`config.mk`:
```
export PLATFORM = sky130hd
export DESIGN_NAME = pal_ctrl
export DESIGN_NICKNAME = d
export VERILOG_FILES = /design/src/design/pal_pkg.sv /design/src/design/pal_ctrl.sv
export SDC_FILE = /design/constraint.sdc
export NUM_CORES = 1
export LEC_CHECK = 0
export ABC_CLOCK_PERIOD_IN_PS = 2250
export BUFFER_PORTS_ARGS = -buffer_cell sky130_fd_sc_hd__buf_2
export CAP_MARGIN = 40
export CORE_MARGIN = 1.5
export CORE_UTILIZATION = 30
export DETAILED_ROUTE_END_ITERATION = 12
export GPL_TIMING_DRIVEN = 0
export HOLD_SLACK_MARGIN = 0.05
export PLACE_DENSITY = 0.57
export SLEW_MARGIN = 30
export SYNTH_ARGS = -nofsm -noshare
export SYNTH_HDL_FRONTEND = slang
export SYNTH_SLANG_ARGS = --single-unit
```
`constraint.sdc`:
```
create_clock -name clk -period 2.25 [get_ports clk]
set_clock_uncertainty 0.15 [all_clocks]
set_input_delay 0.45 -clock clk [delete_from_list [all_inputs] [get_ports clk]]
set_output_delay 0.45 -clock clk [all_outputs]
set_load 0.02 [all_outputs]
```
`src/design/pal_pkg.sv`:
```
`timescale 1ns / 1ps

package pal_pkg;

  localparam int CAPACITY_DEF = 64;
  localparam int CMD_W        = 3;
  localparam int POS_W        = 6;
  localparam int NUM_W        = 32;
  localparam int NAME_W       = 64;
  localparam int ST_W         = 2;
  localparam int CNT_OUT_W    = 7;

  typedef enum logic [CMD_W-1:0] {
    CMD_CLEAR     = 3'd0,
    CMD_INS_AT    = 3'd1,
    CMD_INS_FRONT = 3'd2,
    CMD_APPEND    = 3'd3,
    CMD_DELETE    = 3'd4,
    CMD_READ      = 3'd5
  } cmd_t;

  typedef enum logic [ST_W-1:0] {
    ST_OK     = 2'd0,
    ST_FULL   = 2'd1,
    ST_BADPOS = 2'd2
  } status_t;

  typedef enum logic [1:0] {
    CO_KEEP,
    CO_CLEAR,
    CO_INC,
    CO_DEC
  } cnt_op_t;

  typedef enum logic [3:0] {
    S_IDLE,
    S_EXEC,
    S_UP,
    S_UP_DRAIN,
    S_PUT,
    S_RD,
    S_RD_CAP,
    S_DN,
    S_DN_DRAIN,
    S_FIN
  } state_t;

  typedef struct packed {
    logic [NUM_W-1:0]  number;
    logic [NAME_W-1:0] name;
  } entry_t;

  typedef struct packed {
    logic load;
    logic exec;
    logic rd_tgt;
    logic cap;
    logic shift_up;
    logic shift_dn;
    logic put;
    logic put_at_count;
    logic fin;
  } ctl_cmd_t;

  typedef struct packed {
    logic [CMD_W-1:0] cmd;
    logic             full;
    logic             bad;
    logic             up_any;
    logic             up_last;
    logic             dn_any;
    logic             dn_last;
  } dp_stat_t;

endpackage

```
`src/design/pal_ctrl.sv`:
```
`timescale 1ns / 1ps

module pal_ctrl (
  input  logic              clk,
  input  logic              rst,
  input  logic              in_valid,
  output logic              in_ready,
  output logic              out_valid,
  input  logic              out_ready,
  input  pal_pkg::dp_stat_t st,
  output pal_pkg::ctl_cmd_t cmd
);
  import pal_pkg::*;

  state_t state;
  state_t state_next;
  logic   out_free;

  assign out_free = !out_valid || out_ready;

  always_ff @(posedge clk) begin
    if (rst) begin
      state     <= S_IDLE;
      out_valid <= 1'b0;
    end else begin
      state <= state_next;
      if (cmd.fin) begin
        out_valid <= 1'b1;
      end else if (out_ready) begin
        out_valid <= 1'b0;
      end
    end
  end

  // next state
  always_comb begin
    state_next = state;
    unique case (state)
      S_IDLE: begin
        if (in_valid) state_next = S_EXEC;
      end
      S_EXEC: begin
        unique case (st.cmd)
          CMD_INS_AT:    state_next = (st.full || st.bad) ? S_FIN : S_UP;
          CMD_INS_FRONT: state_next = st.full ? S_FIN : (st.up_any ? S_UP : S_PUT);
          CMD_DELETE,
          CMD_READ:      state_next = st.bad ? S_FIN : S_RD;
          default:       state_next = S_FIN;
        endcase
      end
      S_UP: begin
        if (st.up_last) state_next = S_UP_DRAIN;
      end
      S_UP_DRAIN: state_next = S_PUT;
      S_PUT:      state_next = S_FIN;
      S_RD:       state_next = S_RD_CAP;
      S_RD_CAP: begin
        if (st.cmd == CMD_DELETE && st.dn_any) state_next = S_DN;
        else state_next = S_FIN;
      end
      S_DN: begin
        if (st.dn_last) state_next = S_DN_DRAIN;
      end
      S_DN_DRAIN: state_next = S_FIN;
      S_FIN: begin
        if (out_free) state_next = S_IDLE;
      end
      default: state_next = S_IDLE;
    endcase
  end

  // outputs
  always_comb begin
    cmd      = '0;
    in_ready = 1'b0;
    unique case (state)
      S_IDLE: begin
        in_ready = 1'b1;
        cmd.load = in_valid;
      end
      S_EXEC: begin
        cmd.exec = 1'b1;
        if (st.cmd == CMD_APPEND && !st.full) begin
          cmd.put          = 1'b1;
          cmd.put_at_count = 1'b1;
        end
      end
      S_UP:     cmd.shift_up = 1'b1;
      S_PUT:    cmd.put = 1'b1;
      S_RD:     cmd.rd_tgt = 1'b1;
      S_RD_CAP: cmd.cap = 1'b1;
      S_DN:     cmd.shift_dn = 1'b1;
      S_FIN:    cmd.fin = out_free;
      default: begin
      end
    endcase
  end

endmodule

```
==> results of run 1 <==
## cells by family (layout without fill, tap and decap cells)
family | Yosys count | after routing | synth area share
AOI/OAI and AO/OA | 22 | 22 | 0.278
buffers and inverters | 8 | 35 | 0.0713
DFF | 5 | 5 | 0.184
and+or+nand+nor | 39 | 39 | 0.448
muxes | 1 | 1 | 0.0184
## repair_timing
action                     CTS  global route
hold buffers                 0             0
setup endpoints to repair    0             2
gates resized for setup      0             4
## critical path, cell delays in order (launching register included)
cell     delay, ps
dfxtp_1        300
buf_6          130
or4b_4         570
nor2_1         120
buf_2          160
## flip-flops by register name, indices dropped and copies added (netlist names)
register / count
state: 4
out_valid: 1
## routing by layer
metal  share of wire  vias to the layer above  wire, um
met5               0                        -         0
met4               0                        0         0
met3           0.051                        0        71
met2            0.48                       21       662
met1            0.47                      292       649
li1                -                      336         -
## layout by cell type (no fill, tap or decap), types with 2 or more instances in the layout
cell / instances
nand2_1: 4
inv_1: 4
clkbuf_2: 2
o22ai_1: 3
nand2b_1: 5
dfxtp_1: 5
o21a_1: 2
buf_2: 24
nor2b_1: 3
nor3b_1: 3
clkbuf_4: 3
nor3_1: 5
a21oi_1: 3
nor2_1: 7
o21ai_0: 4
nand4bb_1: 2
## power groups by stage
| stage | clock network, uW | registers (uW) | logic (uW) |
|---|---|---|---|
| 2_1_floorplan | 0 | 103 | 102 |
| 3_3_place_gp | 0 | 104 | 145 |
| 3_5_place_dp | 0 | 104 | 146 |
| 4_1_cts | 103 | 102 | 146 |
| 5_1_grt | 110 | 104 | 164 |
| 6_report | 101 | 102 | 147 |
## worst max-delay path by stage
stage | start | cells past startpoint | end
5_1_grt | state[0] | 5 | cmd[2]
6_report | state[3] | 4 | cmd[1]
4_1_cts | state[0] | 5 | cmd[2]
3_5_place_dp | st[8] | 6 | cmd[2]
3_3_place_gp | st[8] | 6 | cmd[2]
2_1_floorplan | state[2] | 3 | cmd[8]
## through the flow
stage	util	power [uW]	setup slack, ps
2_1_floorplan	-	205	58.0
3_3_place_gp	0.404	249	262
3_5_place_dp	0.404	250	245
4_1_cts	0.420	352	32.0
5_1_grt	0.421	377	39.0
6_report	0.421	350	136
## area by class of cell
| cell class | count | area, um^2 | share of cell area |
|---|---|---|---|
| clock buffers | 4 | 26.3 | 0.0365 |
| well taps | 25 | 31.3 | 0.0435 |
| flip-flops and latches | 5 | 100 | 0.139 |
| plain buffers | 4 | 26.3 | 0.0365 |
| multi-input cells | 62 | 405 | 0.563 |
| inverters | 4 | 15.0 | 0.0209 |
| repair buffers | 23 | 115 | 0.160 |
==> out/metrics.csv, run 1 <==
stage,metric,value,unit
drt,1st-iter DRT viols,13,
global_route,first-pass GRT wire length,2.39,mm
critical_path,R2R Setup Slk,540,ps
run,max-cap violations,0,
power_and_ir_drop,Power per Cell Area,487,mW/mm^2
drt,Antenna Nets Post-Route,0,
global_route,largest net degree at the start of global routing,11,
power_and_ir_drop,Clk network pwr share,0.287,
power_and_ir_drop,Internal,228,uW
final_layout,ant diodes,0,
synthesis,largest cells by area after synthesis,"dfxtp_1, nand2b_1, nor2_1, nor3_1, nand4bb_1",
die,Core ar.,0.00171,mm^2
die,Die Width,45.6,um
status,status,"complete, no violations",
timing,setup violators final,0,
clock_tree,post-CTS setup repair buffer count,0,
timing,Rel. slew slack,0.760,
synthesis,Yosys top cell by area,dfxtp_1,
power_and_ir_drop,leak pwr,0.000329,uW
timing,Final Cycle Share,0.940,
final_layout,# fillers,180,
timing,Tmin final,2110,ps
die,chip height,45.6,um
timing,RSZ-0062 raised after global routing,false,
die,I/O pin count,24,
synthesis,post-synthesis sequential area ratio,0.184,
critical_path,CP endpoint kind,output pin,
clock_tree,CTS tree,built,
die,Site Rows,15,
clock_tree,Root Buffer,clkbuf_4,
placement,DP HPWL,1.09,mm
power_and_ir_drop,Net Sw Power,123,uW
worst_hold_path,Worst Hold Class,primary input to register,
critical_path,reg2reg start,state[3],
global_route,GRT overflow,0,
global_route,GR Util met2,0.248,
die,die area,0.00208,mm^2
placement,Post-Place Cell Area,691,um^2
critical_path,capturing point of the worst reg2reg path,state[1],
synthesis,Ys Warns,0,
critical_path,critical-path maximum fanout,10,
power_and_ir_drop,switch share,0.350,
synthesis,area fraction of the dominant cell type after synthesis,0.184,
worst_hold_path,worst hold start,rst,
drt,via count,649,
timing,final-report max-slew violation count,0,
timing,Worst Tran Pin Value,360,ps
timing,Fin Hold WS,286,ps
final_layout,final cell count without fillers,127,
global_route,met3 Track Usage GR,0.0238,
critical_path,type of origin of the critical path,register,
drt,Vias/cell,5.11,
placement,Placed Cells,123,
synthesis,Mapped Area,544,um^2
drt,Pre-Repair DR Iteration Count,4,
clock_tree,clk_lat worst skew,240,ps
timing,Final Hold Viols,0,
global_route,initial antenna violation count,0,
clock_tree,Sink Count,5,
final_layout,"Design Area, Final",719,um^2
worst_hold_path,Hold Path Depth,2,
global_route,vias in the first global route,582,
synthesis,number of synthesized flops with an enable pin,0,
placement,GP Congestion,0.778,
drt,Routed Wire Length,1.38,mm
synthesis,synthesized flop and latch total,5,
synthesis,synth cell count leaders,"nor2_1, dfxtp_1, nand2b_1, nor3_1",
drt,Residual DRC,0,
synthesis,top-count cell post-synth,nor2_1,
final_layout,Area Overhead vs Synth,32.2,%
final_layout,layout cells sized above 1,0.343,
power_and_ir_drop,VDD IR-drop max,0.360,mV
synthesis,async set-reset flop share out of synthesis,0,
critical_path,"Arr. time, crit path",1510,ps
clock_tree,H-tree depth,1,
synthesis,ys flop type,dfxtp_1,
synthesis,Synth Area per Inst,7.26,um^2
power_and_ir_drop,sequential cell fraction of total power,0.292,
synthesis,Synth Net Count,88,
global_route,GRT Util Overall,0.154,
synthesis,Synth Instances,75,
power_and_ir_drop,Comb pwr share,0.420,
synthesis,number of distinct library cells after synthesis,37,
clock_tree,CTS max path bufs,2,
die,initial cell density of the core,0.319,
drt,Avg WL per Cell,10.9,um
critical_path,cell count of the worst reg-to-reg path,5,
timing,Fmax,473,MHz
placement,I/O Buffers,23,
timing,setup TNS,0,ps
critical_path,critical path class,register to output pin,
global_route,Top Usage Layer GRT,met2,
clock_tree,Clock transition at path regs,40,ps
global_route,M1 GR Usage,0.206,
critical_path,CP Data Required Time,1650,ps
final_layout,Final Net Count,116,
worst_hold_path,WHS Endpoint,out_valid,
clock_tree,CTS Buf Count,3,
No activity file was read; power rests on OpenSTA's default activity.
==> inputs of run 2 (changes only) <==
--- a/config.mk
+++ b/config.mk
@@ -5,6 +5,7 @@
 export SDC_FILE = /design/constraint.sdc
 export NUM_CORES = 1
 export LEC_CHECK = 0
+export ABC_AREA = 1
 export ABC_CLOCK_PERIOD_IN_PS = 2250
 export BUFFER_PORTS_ARGS = -buffer_cell sky130_fd_sc_hd__buf_2
 export CAP_MARGIN = 40
==> run 2 against run 1 <==
  * Combinational power increased by 8%
  * Critical path type unchanged
  * Largest power group unchanged
  * Sequential power increased by 4%
  * Highest routed layer unchanged
  * Critical endpoint is now cmd[2]
  * Maximum frequency increased by 4.6%
  * Largest cell class unchanged
==> out/metrics.csv, run 2 <==
stage,metric,value,unit,change
die,Core ar.,0.00171,mm^2,unchanged
timing,final-report max-slew violation count,0,,unchanged
global_route,largest net degree at the start of global routing,6,,-5
synthesis,synthesized flop and latch total,5,,unchanged
critical_path,"CP delay by family, top",flip-flops,,
critical_path,most frequent cell on the critical path,inv_2,,
status,status,"complete, no violations",,
timing,Tmin final,2020,ps,-92.1 ps
final_layout,Area Overhead vs Synth,31.8,%,
timing,Worst Tran Pin Value,243,ps,-116 ps
critical_path,critical path class,register to output pin,,
final_layout,layout cells sized above 1,0.418,,+0.0749
clock_tree,Hold Buf Count CTS,0,,unchanged
global_route,GRT overflow,0,,unchanged
worst_hold_path,Hold Path Depth,2,,unchanged
placement,DP HPWL,1.11,mm,+1.3%
clock_tree,post-CTS setup repair buffer count,0,,unchanged
die,chip height,45.5,um,-0.11%
final_layout,most frequent cells in the layout,"buf_2, nor2_1, nand2_1, nand3_1, inv_1",,
final_layout,Largest register FFs,4,,unchanged
synthesis,area fraction of the dominant cell type after synthesis,0.184,,+0.000424
critical_path,cell count of the worst reg-to-reg path,8,,+3
synthesis,ys flop type,dfxtp_1,,
timing,setup violators final,0,,unchanged
die,Site Rows,15,,unchanged
critical_path,CP endpoint kind,output pin,,
critical_path,worst path cell trace,"inv_2, nor2_2, inv_2, nor2_4, inv_2, o21ai_0, buf_2",,
drt,Vias/cell,4.38,,-14%
placement,pre-CTS setup slack,472,ps,+226 ps
critical_path,capturing point of the worst reg2reg path,state[2],,
run,max-cap violations,0,,unchanged
placement,I/O Buffers,23,,unchanged
critical_path,CP bufs+invs,4,,+2
worst_hold_path,Worst Hold Class,primary input to register,,
clock_tree,Root Buffer,clkbuf_4,,
synthesis,post-synthesis sequential area ratio,0.184,,+0.000424
final_layout,ant diodes,0,,unchanged
synthesis,Ys Warns,0,,unchanged
placement,GP Congestion,0.840,,+8.0%
power_and_ir_drop,total power,368,uW,+5.0%
clock_tree,CTS Buf Count,3,,unchanged
final_layout,Largest regs,"state: 4 flops, out_valid: 1 flops",,
timing,Fmax,495,MHz,+4.6%
critical_path,Crit. Startpoint,state[0],,
timing,setup TNS,0,ps,unchanged
drt,Routed Wire Length,1.27,mm,-8.2%
critical_path,CP max stage delay,410,ps,-160 ps
final_layout,Top reg by flops,state,,
synthesis,synth cell count leaders,"nor2_1, nand2_1, nand3_1",,
synthesis,top-count cell post-synth,nor2_1,,
power_and_ir_drop,leak pwr,0.000376,uW,+14%
timing,Final Cycle Share,0.899,,-0.0409
timing,Rel. slew slack,0.836,,+0.0768
synthesis,Synth Area per Inst,5.72,um^2,-21%
synthesis,Synth Net Count,108,,+23%
timing,Fin Hold WS,284,ps,-2.46 ps
die,Die Width,45.5,um,-0.11%
worst_hold_path,WHS Endpoint,state[0],,
synthesis,number of distinct library cells after synthesis,19,,-49%
drt,1st-iter DRT viols,2,,-11
final_layout,Final Net Count,136,,+17%
critical_path,reg2reg start,state[0],,
synthesis,Synth Instances,95,,+27%
final_layout,# fillers,195,,+8.3%
worst_hold_path,worst hold start,rst,,
critical_path,R2R Setup Slk,840,ps,+300 ps
power_and_ir_drop,VDD IR-drop max,0.387,mV,+7.5%
global_route,first-pass GRT wire length,2.17,mm,-9.5%
critical_path,type of origin of the critical path,register,,
die,die area,0.00207,mm^2,-0.22%
critical_path,"Slowest-stage cell, CP",dfxtp_1,,
clock_tree,post-CTS sizing,0,,unchanged
global_route,initial antenna violation count,0,,unchanged
clock_tree,CTS tree,built,,
clock_tree,Sink Count,5,,unchanged
critical_path,critical-path maximum fanout,5,,-5
timing,RSZ-0062 raised after global routing,false,,
clock_tree,clk_lat worst skew,240,ps,about the same
synthesis,async set-reset flop share out of synthesis,0,,unchanged
global_route,GRT Util Overall,0.140,,-0.0140
clock_tree,H-tree depth,1,,unchanged
die,initial cell density of the core,0.318,,-0.000732
clock_tree,CTS max path bufs,2,,unchanged
timing,worst setup margin,228,ps,+92.1 ps
synthesis,largest cells by area after synthesis,"dfxtp_1, nand3_1, nor2_1, nand2_1, inv_1",,
final_layout,"most common cell after layout, fill and taps aside",buf_2,,
critical_path,CP Data Required Time,1650,ps,about the same
critical_path,"Arr. time, crit path",1420,ps,-90 ps
global_route,vias in the first global route,552,,-5.2%
timing,Final Hold Viols,0,,unchanged
drt,Pre-Repair DR Iteration Count,2,,-2
drt,Avg WL per Cell,8.63,um,-21%
power_and_ir_drop,Power per Cell Area,514,mW/mm^2,+5.5%
synthesis,Yosys top cell by area,dfxtp_1,,
drt,Residual DRC,0,,unchanged
synthesis,number of synthesized flops with an enable pin,0,,unchanged
die,I/O pin count,24,,unchanged
drt,Antenna Nets Post-Route,0,,unchanged
drt,via count,644,,-0.77%
clock_tree,Clock transition at path regs,40,ps,about the same
synthesis,Mapped Area,543,um^2,-0.23%
-- run 2: logic make-up after synthesis --
group           share of synthesized area
compound gates                      0.120
buf+inv                             0.136
flops                               0.184
simple gates                        0.560
-- run 2: worst max path at each step --
stage | to | slack, ps | depth (start not counted)
after floorplan | cmd[2] | 310 | 6
after detailed placement | cmd[2] | 470 | 6
after CTS | cmd[2] | 220 | 7
after global placement | cmd[2] | 460 | 7
after global routing | cmd[2] | 100 | 7
final | cmd[2] | 230 | 7
-- run 2: worst reg2reg max path, cell delays in order, from the launching register on --
cell and delay, ps:
dfxtp_1 410, inv_2 90, nor2_2 110, inv_2 80, nor2_4 140, inv_2 60
a21oi_1 120, nor3_1 60, a21oi_1 120
-- run 2: metrics by stage --
stage | instance area, um^2 | util | std cells
2_1_floorplan | 543 | - | 95
3_3_place_gp | 689 | 0.404 | 143
3_5_place_dp | 689 | 0.404 | 143
4_1_cts | 716 | 0.419 | 147
5_1_grt | 716 | 0.419 | 147
6_report | 716 | 0.419 | 147
-- run 2: per-layer routing --
metal	wire (um)	share of wire	track usage
met1	634	0.50	0.193
met2	591	0.47	0.223
met3	42	0.033	0.0476
met4	0	0	0
met5	0	0	0
-- run 2: area by class of cell --
cell class / instances / area (um^2) / share of cell area
clock buffer: 4 / 26.3 / 0.0367
inverter: 19 / 73.8 / 0.103
sequential: 5 / 100 / 0.140
multi-input combinational: 71 / 369 / 0.516
tap: 25 / 31.3 / 0.0437
timing repair buffer: 23 / 115 / 0.161
-- run 2: power breakdown --
part / internal (uW) / leakage, uW / switching (uW)
Clock: 67.0 / 0.0000150 / 35.3
Combinational: 52.6 / 0.000321 / 107
Sequential: 96.5 / 0.0000407 / 9.83
Total: 216 / 0.000376 / 152
==> inputs of run 3 (changes only) <==
--- a/config.mk
+++ b/config.mk
@@ -9,12 +9,13 @@
 export ABC_CLOCK_PERIOD_IN_PS = 2250
 export BUFFER_PORTS_ARGS = -buffer_cell sky130_fd_sc_hd__buf_2
 export CAP_MARGIN = 40
-export CORE_MARGIN = 1.5
-export CORE_UTILIZATION = 30
+export CORE_AREA = 2 2 39 41
 export DETAILED_ROUTE_END_ITERATION = 12
+export DIE_AREA = 0 0 41 43
 export GPL_TIMING_DRIVEN = 0
 export HOLD_SLACK_MARGIN = 0.05
-export PLACE_DENSITY = 0.57
+export PLACE_DENSITY = 0.73
+export RECOVER_POWER = 50
 export SLEW_MARGIN = 30
 export SYNTH_ARGS = -nofsm -noshare
 export SYNTH_HDL_FRONTEND = slang
==> run 3 against run 2 <==
  * Die area shrank 15%
  * Critical endpoint is now cmd[0]
  * Maximum frequency down 1.7%
  * Final area is 4.2% lower
  * First-iteration DRC count increased to 14 times the previous value
  * Combinational power is 4% lower
  * Power is 0.84% lower
==> out/metrics.csv, run 3 (synthesis gave the netlist of run 2 again) <==
stage,metric,value,unit,change
status,status,"complete, no violations",,
power_and_ir_drop,leak pwr,0.000362,uW,-3.9%
final_layout,Largest register FFs,4,,unchanged
die,I/O pin count,24,,unchanged
final_layout,# fillers,165,,-15%
clock_tree,CTS tree,built,,
timing,Tmin final,2060,ps,+34.4 ps
die,die area,0.00176,mm^2,-15%
clock_tree,clk_lat worst skew,250,ps,about the same
drt,Avg WL per Cell,9.04,um,+4.8%
global_route,first-pass GRT wire length,2.01,mm,-7.0%
clock_tree,Clock transition at path regs,40,ps,about the same
clock_tree,CTS max path bufs,2,,unchanged
critical_path,most frequent cell on the critical path,inv_2,,
clock_tree,Sink Count,5,,unchanged
final_layout,most frequent cells in the layout,"buf_2, nor2_1, nand2_1, nand3_1, inv_1",,
power_and_ir_drop,Power per Cell Area,532,mW/mm^2,+3.5%
final_layout,FF/Latch Area,100,um^2,unchanged
final_layout,Final Net Count,136,,unchanged
die,Core ar.,0.00138,mm^2,-19%
timing,Final Hold Viols,0,,unchanged
drt,Vias/cell,4.83,,+10%
drt,Routed Wire Length,1.25,mm,-1.7%
clock_tree,post-CTS sizing,0,,unchanged
critical_path,critical-path maximum fanout,5,,unchanged
critical_path,type of origin of the critical path,register,,
final_layout,ant diodes,0,,unchanged
timing,Final Cycle Share,0.914,,+0.0153
critical_path,CP endpoint kind,output pin,,
final_layout,Multi-input gate area,354,um^2,-4.1%
critical_path,CP max stage delay,400,ps,about the same
placement,pre-CTS setup slack,479,ps,+7.71 ps
timing,setup TNS,0,ps,unchanged
final_layout,"most common cell after layout, fill and taps aside",buf_2,,
clock_tree,CTS Buf Count,3,,unchanged
placement,GP Congestion,0.878,,+4.5%
timing,RSZ-0062 raised after global routing,false,,
final_layout,Top reg by flops,state,,
die,initial cell density of the core,0.392,,+0.0745
timing,worst setup margin,193,ps,-34.4 ps
drt,1st-iter DRT viols,28,,+26
global_route,initial antenna violation count,0,,unchanged
power_and_ir_drop,VDD IR-drop max,0.318,mV,-18%
timing,final-report max-slew violation count,0,,unchanged
global_route,vias in the first global route,543,,-1.6%
clock_tree,Hold Buf Count CTS,0,,unchanged
timing,Rel. slew slack,0.789,,-0.0470
final_layout,layout cells sized above 1,0.361,,-0.0574
placement,DP HPWL,1.05,mm,-4.8%
drt,Antenna Nets Post-Route,0,,unchanged
drt,Pre-Repair DR Iteration Count,4,,+2
timing,Fin Hold WS,266,ps,-17.8 ps
critical_path,CP Data Required Time,1650,ps,about the same
critical_path,"Slowest-stage cell, CP",dfxtp_1,,
drt,via count,666,,+3.4%
clock_tree,Root Buffer,clkbuf_4,,
timing,setup violators final,0,,unchanged
clock_tree,post-CTS setup repair buffer count,0,,unchanged
final_layout,Area Overhead vs Synth,26.3,%,
timing,Fmax,486,MHz,-1.7%
final_layout,Largest regs,"state: 4 flops, out_valid: 1 flops",,
timing,Worst Tran Pin Value,313,ps,+69.6 ps
critical_path,R2R Setup Slk,780,ps,-60 ps
critical_path,worst path cell trace,"inv_2, nor2_2, inv_2, nor4_1, buf_2",,
global_route,GRT overflow,0,,unchanged
die,chip height,43,um,-5.6%
power_and_ir_drop,total power,365,uW,-0.84%
global_route,GRT Util Overall,0.170,,+0.0301
worst_hold_path,Worst Hold Class,primary input to register,,
global_route,largest net degree at the start of global routing,6,,unchanged
clock_tree,H-tree depth,1,,unchanged
placement,I/O Buffers,23,,unchanged
die,Die Width,41,um,-10%
run,max-cap violations,0,,unchanged
critical_path,critical path class,register to output pin,,
die,Site Rows,14,,-1
drt,Residual DRC,0,,unchanged
critical_path,"Arr. time, crit path",1460,ps,+40 ps
## run 3: cell count changes in the layout (fill, tap and decap cells not counted), sizes merged
cell    change
clkbuf      +3
buf         -3
## run 3: layout make-up
cell class / instances / area share
clock buffers: 4 / 0.0383
flip-flops and latches: 5 / 0.146
multi-input cells: 71 / 0.516
well taps: 16 / 0.0292
inverters: 19 / 0.108
repair buffers: 23 / 0.162
## run 3: through the flow
stage	util	instance area, um^2	cells
after floorplan	-	543	95
after global placement	0.490	678	134
after detailed placement	0.490	678	134
after CTS	0.509	704	138
after global routing	0.495	686	138
final	0.495	686	138
## run 3: worst paths after layout
kind | to | cells past startpoint | start
worst min-delay path | state[0] | 2 | rst
worst min register to register | state[0] | 2 | state[0]
worst max-delay path | cmd[0] | 5 | state[0]
worst max register to register | state[1] | 8 | state[1]
## run 3: power breakdown
| group | internal (uW) | total (uW) | switching [uW] | leakage [uW] |
|---|---|---|---|---|
| clock network | 67.2 | 107 | 39.3 | 0.0000150 |
| logic | 50.0 | 152 | 102 | 0.000306 |
| registers | 96.5 | 106 | 9.47 | 0.0000407 |
| total | 214 | 365 | 151 | 0.000362 |
## run 3: layer usage
| layer | routed length [um] | global-route usage | vias to the layer above |
|---|---|---|---|
| met2 | 593 | 0.241 | 16 |
| li1 | - | - | 354 |
| met5 | 0 | 0 | - |
| met3 | 78 | 0.0785 | 4 |
| met4 | 25 | 0.0800 | 0 |
| met1 | 550 | 0.209 | 292 |
## run 3: worst max-delay path: cells and delay by family, from the launching register on
kind | cells | cell delay, ps
DFF | 1 | 400
buffers and inverters | 3 | 390
and+or+nand+nor | 2 | 410
